File: src/rtl/core/drq_pkg.sv
// Shared package for the two-priority draw request queue.
// Holds sizes, command and action codes, the queue entry type and the
// control structs that pass between the queue store and the sequencer.
package drq_pkg;

    localparam int QUEUE_DEPTH = 32;
    localparam int ROOM_W      = 20;
    localparam int ROOM_H      = 20;

    localparam int PTR_W = $clog2(QUEUE_DEPTH);
    localparam int CNT_W = $clog2(QUEUE_DEPTH + 1);

    localparam logic [2:0] CMD_ENQ_NORMAL = 3'd0;
    localparam logic [2:0] CMD_ENQ_HIGH   = 3'd1;
    localparam logic [2:0] CMD_NOTIFY     = 3'd2;
    localparam logic [2:0] CMD_DRAIN      = 3'd3;
    localparam logic [2:0] CMD_CLEAR      = 3'd4;

    localparam logic [1:0] ACT_BLANK   = 2'd0;
    localparam logic [1:0] ACT_REDRAW  = 2'd1;
    localparam logic [1:0] ACT_BAD_WAY = 2'd2;

    localparam logic [2:0] WAY_BLACKED    = 3'd0;
    localparam logic [2:0] WAY_EVERYTHING = 3'd3;

    typedef struct packed {
        logic [7:0] room;
        logic [6:0] x;
        logic [6:0] y;
        logic [2:0] way;
    } entry_t;

    localparam int ENTRY_W = $bits(entry_t);

    typedef struct packed {
        logic   valid;
        logic   high;
        entry_t entry;
    } push_req_t;

    typedef struct packed {
        logic valid;
        logic high;
    } pop_req_t;

    typedef struct packed {
        logic high_empty;
        logic normal_empty;
        logic overflow;
    } q_status_t;

endpackage

File: src/rtl/core/drq_ram.sv
// Generic single-port-write, single-port-read RAM with registered read data.
// No dependencies; used for both request queues.
module drq_ram #(
    parameter int WIDTH = 8,
    parameter int DEPTH = 32,
    localparam int AW = $clog2(DEPTH)
) (
    input  logic             clk,
    input  logic             we,
    input  logic [AW-1:0]    waddr,
    input  logic [WIDTH-1:0] wdata,
    input  logic             re,
    input  logic [AW-1:0]    raddr,
    output logic [WIDTH-1:0] rdata
);

    logic [WIDTH-1:0] mem_reg [DEPTH];
    logic [WIDTH-1:0] rdata_reg;

    always_ff @(posedge clk)
    begin
        if (we)
        begin
            mem_reg[waddr] <= wdata;
        end
        if (re)
        begin
            rdata_reg <= mem_reg[raddr];
        end
    end

    assign rdata = rdata_reg;

endmodule

File: src/rtl/core/drq_queues.sv
// High and normal priority request queues: pointers, counts, overflow flag
// and two RAM instances. Depends on drq_pkg and drq_ram.
module drq_queues import drq_pkg::*; (
    input  logic      clk,
    input  logic      rst_n,
    input  logic      clear,
    input  push_req_t push,
    input  pop_req_t  pop,
    output entry_t    rd_entry,
    output q_status_t status
);

    localparam logic [CNT_W-1:0] FULL_CNT  = CNT_W'(QUEUE_DEPTH);
    localparam logic [PTR_W-1:0] LAST_SLOT = PTR_W'(QUEUE_DEPTH - 1);

    logic [PTR_W-1:0] high_rd_reg, high_rd_next;
    logic [PTR_W-1:0] high_wr_reg, high_wr_next;
    logic [CNT_W-1:0] high_cnt_reg, high_cnt_next;
    logic [PTR_W-1:0] normal_rd_reg, normal_rd_next;
    logic [PTR_W-1:0] normal_wr_reg, normal_wr_next;
    logic [CNT_W-1:0] normal_cnt_reg, normal_cnt_next;
    logic             overflow_reg, overflow_next;
    logic             rd_high_reg, rd_high_next;

    logic             high_we, normal_we, high_re, normal_re;
    logic             high_full, normal_full;
    logic [ENTRY_W-1:0] high_rdata, normal_rdata;

    function automatic logic [PTR_W-1:0] ptr_inc(input logic [PTR_W-1:0] p);
        return (p == LAST_SLOT) ? '0 : PTR_W'(p + 1'b1);
    endfunction

    assign high_full   = (high_cnt_reg == FULL_CNT);
    assign normal_full = (normal_cnt_reg == FULL_CNT);
    assign high_we     = push.valid && push.high && !high_full;
    assign normal_we   = push.valid && !push.high && !normal_full;
    assign high_re     = pop.valid && pop.high;
    assign normal_re   = pop.valid && !pop.high;

    always_comb
    begin
        high_rd_next    = high_rd_reg;
        high_wr_next    = high_wr_reg;
        high_cnt_next   = high_cnt_reg;
        normal_rd_next  = normal_rd_reg;
        normal_wr_next  = normal_wr_reg;
        normal_cnt_next = normal_cnt_reg;
        overflow_next   = overflow_reg;
        rd_high_next    = pop.valid ? pop.high : rd_high_reg;
        if (clear)
        begin
            high_rd_next    = '0;
            high_wr_next    = '0;
            high_cnt_next   = '0;
            normal_rd_next  = '0;
            normal_wr_next  = '0;
            normal_cnt_next = '0;
            overflow_next   = 1'b0;
        end
        else
        begin
            // A request to a full queue is dropped and remembered.
            if (push.valid && ((push.high && high_full) || (!push.high && normal_full)))
            begin
                overflow_next = 1'b1;
            end
            if (high_we)
            begin
                high_wr_next  = ptr_inc(high_wr_reg);
                high_cnt_next = CNT_W'(high_cnt_reg + 1'b1);
            end
            if (normal_we)
            begin
                normal_wr_next  = ptr_inc(normal_wr_reg);
                normal_cnt_next = CNT_W'(normal_cnt_reg + 1'b1);
            end
            if (high_re)
            begin
                high_rd_next  = ptr_inc(high_rd_reg);
                high_cnt_next = CNT_W'(high_cnt_reg - 1'b1);
            end
            if (normal_re)
            begin
                normal_rd_next  = ptr_inc(normal_rd_reg);
                normal_cnt_next = CNT_W'(normal_cnt_reg - 1'b1);
            end
        end
    end

    always_ff @(posedge clk or negedge rst_n)
    begin
        if (!rst_n)
        begin
            high_rd_reg    <= '0;
            high_wr_reg    <= '0;
            high_cnt_reg   <= '0;
            normal_rd_reg  <= '0;
            normal_wr_reg  <= '0;
            normal_cnt_reg <= '0;
            overflow_reg   <= 1'b0;
            rd_high_reg    <= 1'b0;
        end
        else
        begin
            high_rd_reg    <= high_rd_next;
            high_wr_reg    <= high_wr_next;
            high_cnt_reg   <= high_cnt_next;
            normal_rd_reg  <= normal_rd_next;
            normal_wr_reg  <= normal_wr_next;
            normal_cnt_reg <= normal_cnt_next;
            overflow_reg   <= overflow_next;
            rd_high_reg    <= rd_high_next;
        end
    end

    drq_ram #(
        .WIDTH (ENTRY_W),
        .DEPTH (QUEUE_DEPTH)
    ) u_high_ram (
        .clk   (clk),
        .we    (high_we),
        .waddr (high_wr_reg),
        .wdata (push.entry),
        .re    (high_re),
        .raddr (high_rd_reg),
        .rdata (high_rdata)
    );

    drq_ram #(
        .WIDTH (ENTRY_W),
        .DEPTH (QUEUE_DEPTH)
    ) u_normal_ram (
        .clk   (clk),
        .we    (normal_we),
        .waddr (normal_wr_reg),
        .wdata (push.entry),
        .re    (normal_re),
        .raddr (normal_rd_reg),
        .rdata (normal_rdata)
    );

    assign rd_entry            = entry_t'(rd_high_reg ? high_rdata : normal_rdata);
    assign status.high_empty   = (high_cnt_reg == '0);
    assign status.normal_empty = (normal_cnt_reg == '0);
    assign status.overflow     = overflow_reg;

    a_pop_not_empty: assert property (@(posedge clk) disable iff (!rst_n)
        pop.valid |-> (pop.high ? !status.high_empty : !status.normal_empty))
        else $error("pop from an empty queue");

    a_high_never_skipped: assert property (@(posedge clk) disable iff (!rst_n)
        (pop.valid && !pop.high) |-> status.high_empty)
        else $error("normal queue popped while high queue holds entries");

    a_count_bound: assert property (@(posedge clk) disable iff (!rst_n)
        (high_cnt_reg <= FULL_CNT) && (normal_cnt_reg <= FULL_CNT))
        else $error("queue count beyond depth");

endmodule

File: src/rtl/core/two_priority_draw_request_queue_core.sv
// Top level of the two-priority draw request queue: command decode, credit
// counter, drain sequencer and result register. Depends on drq_pkg and
// drq_queues.
//
//  Channel  Handshake            Payload
//  -------  -------------------  ------------------------------------------
//  request  req_valid/req_stall  cmd, room, x, y, way, budget, drain_all
//  result   res_valid/res_stall  out_room, out_x, out_y, action, overflow,
//                                last
//  config   cfg_wr_en            cfg_wr_data (room shown)
//
// Enqueue, notify, clear, unused commands and a drain whose budget less credits
// is zero (without drain_all) are done in their accept cycle; the sequencer stays idle.
// Any other drain is accepted, then pops each entry by a queue RAM read (CHECK)
// and a room compare (EVAL), then hands over its final item (FINAL).
// A drain that runs both queues empty also ends with an empty check (CHECK).
// Result stalls hold the sequencer only when it has an item to hand over.
// Reset is asynchronous; both queues come up empty with no clearing pass.
module two_priority_draw_request_queue_core import drq_pkg::*; (
    input  logic              clk,
    input  logic              rst_n,
    input  logic              cfg_wr_en,
    input  logic [7:0]        cfg_wr_data,
    input  logic              req_valid,
    output logic              req_stall,
    input  logic [2:0]        cmd,
    input  logic [7:0]        room,
    input  logic signed [7:0] x,
    input  logic signed [7:0] y,
    input  logic [2:0]        way,
    input  logic [6:0]        budget,
    input  logic              drain_all,
    output logic              res_valid,
    input  logic              res_stall,
    output logic [7:0]        out_room,
    output logic [6:0]        out_x,
    output logic [6:0]        out_y,
    output logic [1:0]        action,
    output logic              overflow,
    output logic              last
);

    localparam logic [6:0] ROOM_W_LIM = 7'(ROOM_W);
    localparam logic [6:0] ROOM_H_LIM = 7'(ROOM_H);

    typedef enum logic [1:0] {
        ST_IDLE,
        ST_CHECK,
        ST_EVAL,
        ST_FINAL
    } state_t;

    typedef struct packed {
        logic [7:0] room;
        logic [6:0] x;
        logic [6:0] y;
        logic [1:0] action;
    } res_item_t;

    state_t     state_reg, state_next;
    logic [7:0] view_room_reg, view_room_next;
    logic [7:0] credit_reg, credit_next;
    logic [6:0] want_reg, want_next;
    logic       all_reg, all_next;
    logic [6:0] kept_reg, kept_next;
    logic       pend_valid_reg, pend_valid_next;
    res_item_t  pend_reg, pend_next;
    logic       res_valid_reg, res_valid_next;
    res_item_t  res_item_reg, res_item_next;
    logic       res_last_reg, res_last_next;
    logic       res_overflow_reg, res_overflow_next;

    logic       accept;
    logic       slot_free;
    logic       both_empty;
    logic       room_match;
    logic       load_res;
    logic       load_last;
    logic [6:0] kept_inc;
    logic [7:0] credit_used;
    res_item_t  new_item;
    push_req_t  push;
    pop_req_t   pop;
    logic       clear;
    entry_t     rd_entry;
    q_status_t  status;

    function automatic logic coord_ok(input logic [7:0] v, input logic [6:0] limit);
        return !v[7] && (v[6:0] < limit);
    endfunction

    function automatic logic [1:0] way_action(input logic [2:0] w);
        logic [1:0] a;
        if (w == WAY_BLACKED)
            a = ACT_BLANK;
        else if (w <= WAY_EVERYTHING)
            a = ACT_REDRAW;
        else
            a = ACT_BAD_WAY;
        return a;
    endfunction

    assign req_stall  = (state_reg != ST_IDLE);
    assign accept     = req_valid && !req_stall;
    assign slot_free  = !res_valid_reg || !res_stall;
    assign both_empty = status.high_empty && status.normal_empty;
    assign room_match = (rd_entry.room == view_room_reg);
    assign kept_inc   = 7'(kept_reg + 7'd1);
    assign credit_used = (credit_reg > {1'b0, budget}) ? {1'b0, budget} : credit_reg;

    assign new_item.room   = rd_entry.room;
    assign new_item.x      = rd_entry.x;
    assign new_item.y      = rd_entry.y;
    assign new_item.action = way_action(rd_entry.way);

    assign push.valid       = accept && ((cmd == CMD_ENQ_NORMAL) || (cmd == CMD_ENQ_HIGH))
                              && coord_ok(x, ROOM_W_LIM) && coord_ok(y, ROOM_H_LIM);
    assign push.high        = (cmd == CMD_ENQ_HIGH);
    assign push.entry.room  = room;
    assign push.entry.x     = x[6:0];
    assign push.entry.y     = y[6:0];
    assign push.entry.way   = way;
    assign clear            = accept && (cmd == CMD_CLEAR);
    assign pop.valid        = (state_reg == ST_CHECK) && !both_empty;
    assign pop.high         = !status.high_empty;

    drq_queues u_queues (
        .clk      (clk),
        .rst_n    (rst_n),
        .clear    (clear),
        .push     (push),
        .pop      (pop),
        .rd_entry (rd_entry),
        .status   (status)
    );

    // Each kept entry waits in the pending register until the next kept
    // entry or the end of the run shows whether it is the final item.
    always_comb
    begin
        state_next        = state_reg;
        view_room_next    = cfg_wr_en ? cfg_wr_data : view_room_reg;
        credit_next       = credit_reg;
        want_next         = want_reg;
        all_next          = all_reg;
        kept_next         = kept_reg;
        pend_valid_next   = pend_valid_reg;
        pend_next         = pend_reg;
        load_res          = 1'b0;
        load_last         = 1'b0;

        unique case (state_reg)
            ST_IDLE:
            begin
                if (accept)
                begin
                    priority if (cmd == CMD_NOTIFY)
                    begin
                        if (credit_reg != 8'hFF)
                            credit_next = 8'(credit_reg + 8'd1);
                    end
                    else if (cmd == CMD_CLEAR)
                    begin
                        credit_next = '0;
                    end
                    else if (cmd == CMD_DRAIN)
                    begin
                        credit_next     = '0;
                        all_next        = drain_all;
                        want_next       = 7'(budget - credit_used[6:0]);
                        kept_next       = '0;
                        pend_valid_next = 1'b0;
                        if (drain_all || (7'(budget - credit_used[6:0]) != '0))
                            state_next = ST_CHECK;
                    end
                    else
                    begin
                        credit_next = credit_reg;
                    end
                end
            end
            ST_CHECK:
            begin
                if (both_empty)
                    state_next = pend_valid_reg ? ST_FINAL : ST_IDLE;
                else
                    state_next = ST_EVAL;
            end
            ST_EVAL:
            begin
                // Entries for another room are dropped without counting.
                if (!room_match)
                begin
                    state_next = ST_CHECK;
                end
                else if (!pend_valid_reg || slot_free)
                begin
                    load_res        = pend_valid_reg;
                    pend_next       = new_item;
                    pend_valid_next = 1'b1;
                    kept_next       = kept_inc;
                    if (!all_reg && (kept_inc == want_reg))
                        state_next = ST_FINAL;
                    else
                        state_next = ST_CHECK;
                end
            end
            ST_FINAL:
            begin
                if (slot_free)
                begin
                    load_res        = 1'b1;
                    load_last       = 1'b1;
                    pend_valid_next = 1'b0;
                    state_next      = ST_IDLE;
                end
            end
            default:
            begin
                state_next = ST_IDLE;
            end
        endcase

        if (load_res)
        begin
            res_valid_next    = 1'b1;
            res_item_next     = pend_reg;
            res_last_next     = load_last;
            res_overflow_next = status.overflow;
        end
        else
        begin
            res_valid_next    = res_valid_reg && res_stall;
            res_item_next     = res_item_reg;
            res_last_next     = res_last_reg;
            res_overflow_next = res_overflow_reg;
        end
    end

    always_ff @(posedge clk or negedge rst_n)
    begin
        if (!rst_n)
        begin
            state_reg        <= ST_IDLE;
            view_room_reg    <= '0;
            credit_reg       <= '0;
            want_reg         <= '0;
            all_reg          <= 1'b0;
            kept_reg         <= '0;
            pend_valid_reg   <= 1'b0;
            pend_reg         <= '0;
            res_valid_reg    <= 1'b0;
            res_item_reg     <= '0;
            res_last_reg     <= 1'b0;
            res_overflow_reg <= 1'b0;
        end
        else
        begin
            state_reg        <= state_next;
            view_room_reg    <= view_room_next;
            credit_reg       <= credit_next;
            want_reg         <= want_next;
            all_reg          <= all_next;
            kept_reg         <= kept_next;
            pend_valid_reg   <= pend_valid_next;
            pend_reg         <= pend_next;
            res_valid_reg    <= res_valid_next;
            res_item_reg     <= res_item_next;
            res_last_reg     <= res_last_next;
            res_overflow_reg <= res_overflow_next;
        end
    end

    assign res_valid = res_valid_reg;
    assign out_room  = res_item_reg.room;
    assign out_x     = res_item_reg.x;
    assign out_y     = res_item_reg.y;
    assign action    = res_item_reg.action;
    assign overflow  = res_overflow_reg;
    assign last      = res_last_reg;

    a_last_ends_drain: assert property (@(posedge clk) disable iff (!rst_n)
        (load_res && load_last) |=> (state_reg == ST_IDLE))
        else $error("drain still running after its final item");

    a_pending_counted: assert property (@(posedge clk) disable iff (!rst_n)
        pend_valid_reg |-> (kept_reg != '0))
        else $error("pending item without a kept count");

    a_kept_within_want: assert property (@(posedge clk) disable iff (!rst_n)
        ((state_reg != ST_IDLE) && !all_reg) |-> (kept_reg <= want_reg))
        else $error("drain kept more entries than its budget");

    a_eval_after_read: assert property (@(posedge clk) disable iff (!rst_n)
        (state_reg == ST_EVAL) |->
            (($past(state_reg) == ST_CHECK) || ($past(state_reg) == ST_EVAL)))
        else $error("entry evaluated without a queue read");

endmodule
File: config.mk
export PLATFORM = sky130hd
export DESIGN_NAME = two_priority_draw_request_queue_core
export DESIGN_NICKNAME = d
export VERILOG_FILES = /design/src/rtl/core/drq_pkg.sv /design/src/rtl/core/drq_ram.sv /design/src/rtl/core/drq_queues.sv /design/src/rtl/core/two_priority_draw_request_queue_core.sv
export SDC_FILE = /design/constraint.sdc
export NUM_CORES = 2
export LEC_CHECK = 0
export BUFFER_PORTS_ARGS = -buffer_cell sky130_fd_sc_hd__buf_4
export CAP_MARGIN = 20
export CORE_MARGIN = 2
export CORE_UTILIZATION = 65
export CTS_BUF_LIST = sky130_fd_sc_hd__clkbuf_4 sky130_fd_sc_hd__clkbuf_8
export CTS_CLUSTER_DIAMETER = 50
export DETAILED_ROUTE_END_ITERATION = 8
export PLACE_DENSITY = 0.84
export SYNTH_ARGS = -nofsm -noshare
export SYNTH_HDL_FRONTEND = slang
export SYNTH_SLANG_ARGS = --single-unit
File: constraint.sdc
create_clock -name clk -period 4.9 [get_ports clk]
set_input_delay 0.245 -clock clk [delete_from_list [all_inputs] [get_ports clk]]
set_output_delay 0.245 -clock clk [all_outputs]
set_load 0.02 [all_outputs]
Word level (Yosys, flattened, before mapping)
Memory sizes are Yosys's and may differ from the RTL's. A register that Yosys moved wholly into a read port is not among the register bits.
Cells that the tools add are included.
W data, S select, Z words.

word-level totals
  register bits after elaboration = 119
  latch bits = 0
  bits in writable memories = 1,600
  ROM bits = 0
  input bits = 51
  output and inout port bits = 28
  memories = 2

memories
  memory                         words  bits a word  read ports  clocked after Yosys merged registers in  wr ports  line           source
  u_queues.u_high_ram.mem_reg    32     25           1           1                                        1         drq_ram.sv:17  logic [WIDTH-1:0] mem_reg [DEPTH];
  u_queues.u_normal_ram.mem_reg  32     25           1           1                                        1         drq_ram.sv:17

operators by class
  $add $sub $neg = 11
  multipliers = 0
  divide/modulo/power cells = 0
  order comparisons = 4
  equality and inequality tests = 26
  shifts and indexed selects = 0
  multiplexer cells = 65
  bitwise gates (word level) = 2
  reduce and logical (&&, ||, !) cells = 60

operators with widths
  operator               count
  $mux W5                12
  $mux W7                7
  $mux W6                6
  $mux W8                4
  $mux W2                13
  $mux W25               1
  $add A5 B1 Y5 const B  4
  $eq A5 B5 Y1 const B   4
  $logic_and A1 B1 Y1    20
  $mux W1                18
  $ne A2 B2 Y1 const B   8
  $lt A7 B5 Y1 const B   2
  $pmux W7 S2            1
  $reduce_and A7 Y1      2
  $reduce_bool A2 Y1     7
  $add A6 B1 Y6 const B  2
  $eq A6 B6 Y1 const B   2
  $logic_not A1 Y1       12
  $logic_not A6 Y1       2
  $reduce_bool A3 Y1     4
  $sub A6 B1 Y6 const B  2
  $add A8 B1 Y8 const B  1
  $eq A8 B8 Y1           1
  $gt A8 B7 Y1           1
  other kinds (24)       32

Longest topological paths before layout
  depth in word-level cells = 11
  depth in mapped cells = 18
  gate-level depth less buffers = 17

Hierarchy
Synthesis repeated with hierarchy kept, for this count alone.

second synthesis, totals
  cell total of the unflattened synthesis = 4,203
  area, all modules = 70,800.4 um^2

by module, submodules not included
  module                                times used  cells an instance  area each (um^2)
  drq_ram                               2           1,778              32,077.0
  two_priority_draw_request_queue_core  1           386                4,296.6
  drq_queues                            1           261                2,349.8

Least setup slack after synthesis
Ideal clock, no wire load.

  path kind = register to register
  start point = register credit_reg[5]
  end point = register state_reg[0]
  library setup time = 0.125 ns
  data arrival time = 3.496 ns
  data required time = 4.775 ns
  slack = 1.280 ns
  cell stages (with the launch flop) = 17
  buffers on the path = 1
  period minus slack after synthesis = 3.620 ns
  cells stage by stage = dfrtp_1 ha_1 a21o_1 a211oi_1 inv_1 o22ai_1 clkbuf_1 o21ai_0 ha_1 fa_1 nor2b_1 nor3_1 o21bai_1 a21oi_1 xnor2_1 a31oi_1 mux2_2

between the ends
  word-level cells in the longest chain between the ends = 7

ends and longest elaborated chain
  item                                  line                                         source
  start: declaration                    two_priority_draw_request_queue_core.sv:62   logic [7:0] credit_reg, credit_next;
  start signal: assignment              two_priority_draw_request_queue_core.sv:261  credit_reg <= credit_next;
  $gt A8 B7 Y1                          two_priority_draw_request_queue_core.sv:109  assign credit_used = (credit_reg > {1'b0, budget}) ? {1'b0, budget} : credit_reg;
  $mux W7 *                             two_priority_draw_request_queue_core.sv:109
  $sub A7 B7 Y7 *                       two_priority_draw_request_queue_core.sv:173  if (drain_all || (7'(budget - credit_used[6:0]) != '0))
  $reduce_bool A7 Y1 *                  two_priority_draw_request_queue_core.sv:173
  $logic_or A1 B1 Y1 *                  two_priority_draw_request_queue_core.sv:173
  $ne A2 B2 Y1 (no source line) *       --
  $reduce_and A7 Y1 (no source line) *  --
  end signal: assignment                two_priority_draw_request_queue_core.sv:259  state_reg <= state_next;
  end: declaration                      two_priority_draw_request_queue_core.sv:60   state_t state_reg, state_next;

Mark *: on every way between the ends. The rest lies on a longest branch, timed or not.
A chain may end at the register's enable or synchronous reset.

Final worst setup path
  start point = register state_reg[1]
  end point = memory u_queues.u_normal_ram.mem_reg[14][18] in the netlist's numbering, enable pin

between the ends
  word-level cells in the longest chain between the ends = 10

ends and longest elaborated chain
  item                               line                                         source
  $reduce_bool A2 Y1                 two_priority_draw_request_queue_core.sv:103  assign req_stall = (state_reg != ST_IDLE);
  $logic_not A1 Y1                   two_priority_draw_request_queue_core.sv:104  assign accept = req_valid && !req_stall;
  $logic_and A1 B1 Y1                two_priority_draw_request_queue_core.sv:104
  $logic_and A1 B1 Y1                two_priority_draw_request_queue_core.sv:116  assign push.valid = accept && ((cmd == CMD_ENQ_NORMAL) || (cmd == CMD_ENQ_HIGH))
  $logic_and A1 B1 Y1 (2 in series)  two_priority_draw_request_queue_core.sv:117  && coord_ok(x, ROOM_W_LIM) && coord_ok(y, ROOM_H_LIM);
  $logic_and A1 B1 Y1 (2 in series)  drq_queues.sv:36                             assign normal_we = push.valid && !push.high && !normal_full;
  $mux W1                            drq_ram.sv:22                                if (we)
  $mux W1 (not written as such)      drq_ram.sv:24                                mem_reg[waddr] <= wdata;
  end: declaration                   drq_ram.sv:17

Every way passes these cells.

==> qor.yml <==
outcome: "completed"
netlist_top_cells_area: "sky130_fd_sc_hd__edfxtp_1 (72%), sky130_fd_sc_hd__mux4_2 (16%), sky130_fd_sc_hd__dfrtp_1 (4.3%)"
start_util_pct: 65.4
groute.usage.overall_pct: 33.2
clkSlewWorstSetupHoldPaths_ps: 70
initialDrtViolationCount: 5354
synth_enable_flop_cells: 1650
buffer_ports.inserted: 78
grt_pass1_vias: 36700
postSynth.asyncResetShare_pct: 6.73
cts_resized: 0
critical_path.top_delay_family: "simple AND/OR/NAND/NOR gates"
power_per_cell_area_mw_per_mm2: 525
max_cap_viol_count: 0
grt-ovfl-total: 0
netlist_instances: 3076
cts_max_path_buffers: 4
drive_above_1_share_pct: 35.4
first_pass_iteration_count_of_the_detailed_router: 6
place_hpwl_um: 97600
synth.top_cell.area_share_pct: 71.9
critical_path.startpoint_type: "flip-flop"
path_cells: "nor2_1 -> nand3_1 -> nor4_2 -> nand2_1 -> nor2_2 -> buf_4"
netlist.top_cell.by_area: "sky130_fd_sc_hd__edfxtp_1"
area_delta_synth_final_pct: 12.7
placement.setup.worst_slack_ps: 752
achievable_frequency_mhz: 242
post-cts-setup-buffer-count: 0
avgViaCountPerCell: 7.13
rsz0062_at_grt: "false"
static-leakage-power_nw: 25.1
chipWidth_um: 330
timing.final.crit_period_ps: 4140
report.final.setup_viol: 0
timing.final.max_slew_violations: 0
crit_buf_inv: 1
final.setup.worst_slack_ps: 763
post_synth_most_frequent_cells: "sky130_fd_sc_hd__edfxtp_1 (1650), sky130_fd_sc_hd__mux4_2 (500), sky130_fd_sc_hd__dfrtp_1 (119), sky130_fd_sc_hd__nor2_1 (116), sky130_fd_sc_hd__clkbuf_1 (90)"
worstPathRequired_ps: 5450
die_area_mm2: 0.109
synth.lib_cells_used.distinct: 59
placeableCoreArea_mm2: 0.105
final_hold_viol_count: 0
synth_register_bits: 1769
htree_levels: 5
max_slew.worst_pin.slew_ps: 1100
antenna_violations_before_repair: 12
clock_sink_count: 1769
synth_area_per_cell_um2: 22.4
synth_fp_nets: 3167
timing.critical_path.slowest_cell_delay_ps: 810
grt_first_pass_wirelength_um: 253000
critPathCaptureType: "flip-flop"
finalNetCount: 3560
clkLatencyLatePin_ps: 970
gp_routability_congestion: 0.891
die_height_um: 330
synthFlopType: "sky130_fd_sc_hd__edfxtp_1"
drcViolationCount: 0
min_path_type: "in2async"
ir_drop_mv: 0.399
numCtsBuffers: 281
synthesis.area_mm2: 0.0689
crit_arrival_ps: 4690
worst_slew_margin_rel_pct: 26.8
drt-total-wl_um: 177000
num_vias: 35900
cts_hold_fix_bufs: 61
cts_tree: "yes"
timing.setup.tns_ps: 0
fin_skew_ps: 68.3
worstSetupPathType: "reg2reg"
period_share_pct: 84.4
num_rows: 119
ys_seq_area_share_pct: 76.2
grt_start_max_net_pins: 76
wl_per_cell_um: 35.0
cp_max_fo: 22
root_buffer: "sky130_fd_sc_hd__clkbuf_8"
post-synth-top-count-cell: "sky130_fd_sc_hd__edfxtp_1"
floorplan.io_pins: 79
drtAntennaViolNets: 0
crit_slowest_cell: "sky130_fd_sc_hd__nor4_2"
synth-warning-count: 0
-- power breakdown --
| part | leakage [nW] | internal (W) | switching, W |
|---|---|---|---|
| clock network | 2.74 | 0.00650 | 0.00560 |
| logic | 6.19 | 0.00524 | 0.00541 |
| registers | 16.2 | 0.0171 | 0.000919 |
-- through the flow --
step | hold slack, ps | area, um^2 | power (W) | std cells | utilization [%]
finish | 25.3 | 77700 | 0.0408 | 5041 | 73.8
global route | 62.4 | 77700 | 0.0419 | 5038 | 73.8
CTS | 7.01 | 77600 | 0.0407 | 5035 | 73.7
detailed placement | 472 | 71800 | 0.0287 | 4514 | 68.2
global placement | 446 | 71800 | 0.0282 | 4514 | 68.2
floorplan | -50.6 | 68900 | 0.0251 | 3076 | -
-- cells in the final DEF (no fill, tap or decap), types with 10 or more instances in the layout --
master,netlist,layout
sky130_fd_sc_hd__edfxtp_1,1650,1650
sky130_fd_sc_hd__mux4_2,500,500
sky130_fd_sc_hd__clkbuf_8,0,289
sky130_fd_sc_hd__buf_4,1,191
sky130_fd_sc_hd__dfrtp_1,119,111
sky130_fd_sc_hd__mux2_2,88,88
sky130_fd_sc_hd__nand2_1,84,84
sky130_fd_sc_hd__clkbuf_4,0,83
sky130_fd_sc_hd__nor2_2,1,65
sky130_fd_sc_hd__dlygate4sd3_1,0,61
sky130_fd_sc_hd__o21ai_0,59,59
sky130_fd_sc_hd__nor2_1,116,52
sky130_fd_sc_hd__clkinv_1,0,50
sky130_fd_sc_hd__ha_1,37,37
sky130_fd_sc_hd__inv_1,31,31
sky130_fd_sc_hd__a21oi_1,30,30
sky130_fd_sc_hd__mux2i_1,26,26
sky130_fd_sc_hd__xnor2_1,25,25
sky130_fd_sc_hd__nand3_1,22,22
sky130_fd_sc_hd__clkinv_2,0,16
sky130_fd_sc_hd__xor2_1,13,13
sky130_fd_sc_hd__buf_12,0,12
sky130_fd_sc_hd__nand4_1,10,10
sky130_fd_sc_hd__o31ai_1,10,10
-- worst paths after layout --
path	slack [ps]	end	cells after the start	start
max in group asynchronous	3650	u_queues.high_rd_reg[1]	3	rst_n
setup reg to reg	760	u_queues.u_normal_ram.mem_reg[14][18]	6	state_reg[1]
hold reg to reg	490	pend_reg[21]	2	pend_reg[21]
setup / recovery	760	u_queues.u_normal_ram.mem_reg[14][18]	6	state_reg[1]
min in group clk	70	u_queues.high_wr_reg[4]	7	y[7]
hold / removal	30	kept_reg[6]	2	rst_n
-- final cells by class --
| cell class | instances | area, um^2 |
|---|---|---|
| multi-input combinational | 1121 | 15700 |
| fill | 5039 | 27600 |
| antenna | 4 | 10.0 |
| tap | 1391 | 1740 |
| timing repair buffer | 265 | 2310 |
| inverter | 31 | 116 |
| clock inverter | 88 | 619 |
| sequential | 1769 | 52600 |
| clock buffer | 372 | 4600 |
-- metal layers --
metal,track usage [%],wire length (um),vias up
met1,45.1,59300,18400
li1,-,-,13700
met2,52.5,86500,3284
met4,14.7,7980,6
met5,0,38,-
met3,8.06,22600,559
-- logic make-up after synthesis --
kind of cell | count (synthesis) | synth area share [%]
adders and majority gates | 40 | 0.759
xor gates and xnor gates | 38 | 0.483
DFF | 1769 | 76.2
buffers and inverters | 186 | 1.17
muxes | 614 | 18.2
AOI/OAI and AO/OA | 134 | 1.16
and+or+nand+nor | 295 | 2.03
No activity file was read; power rests on OpenSTA's default activity.
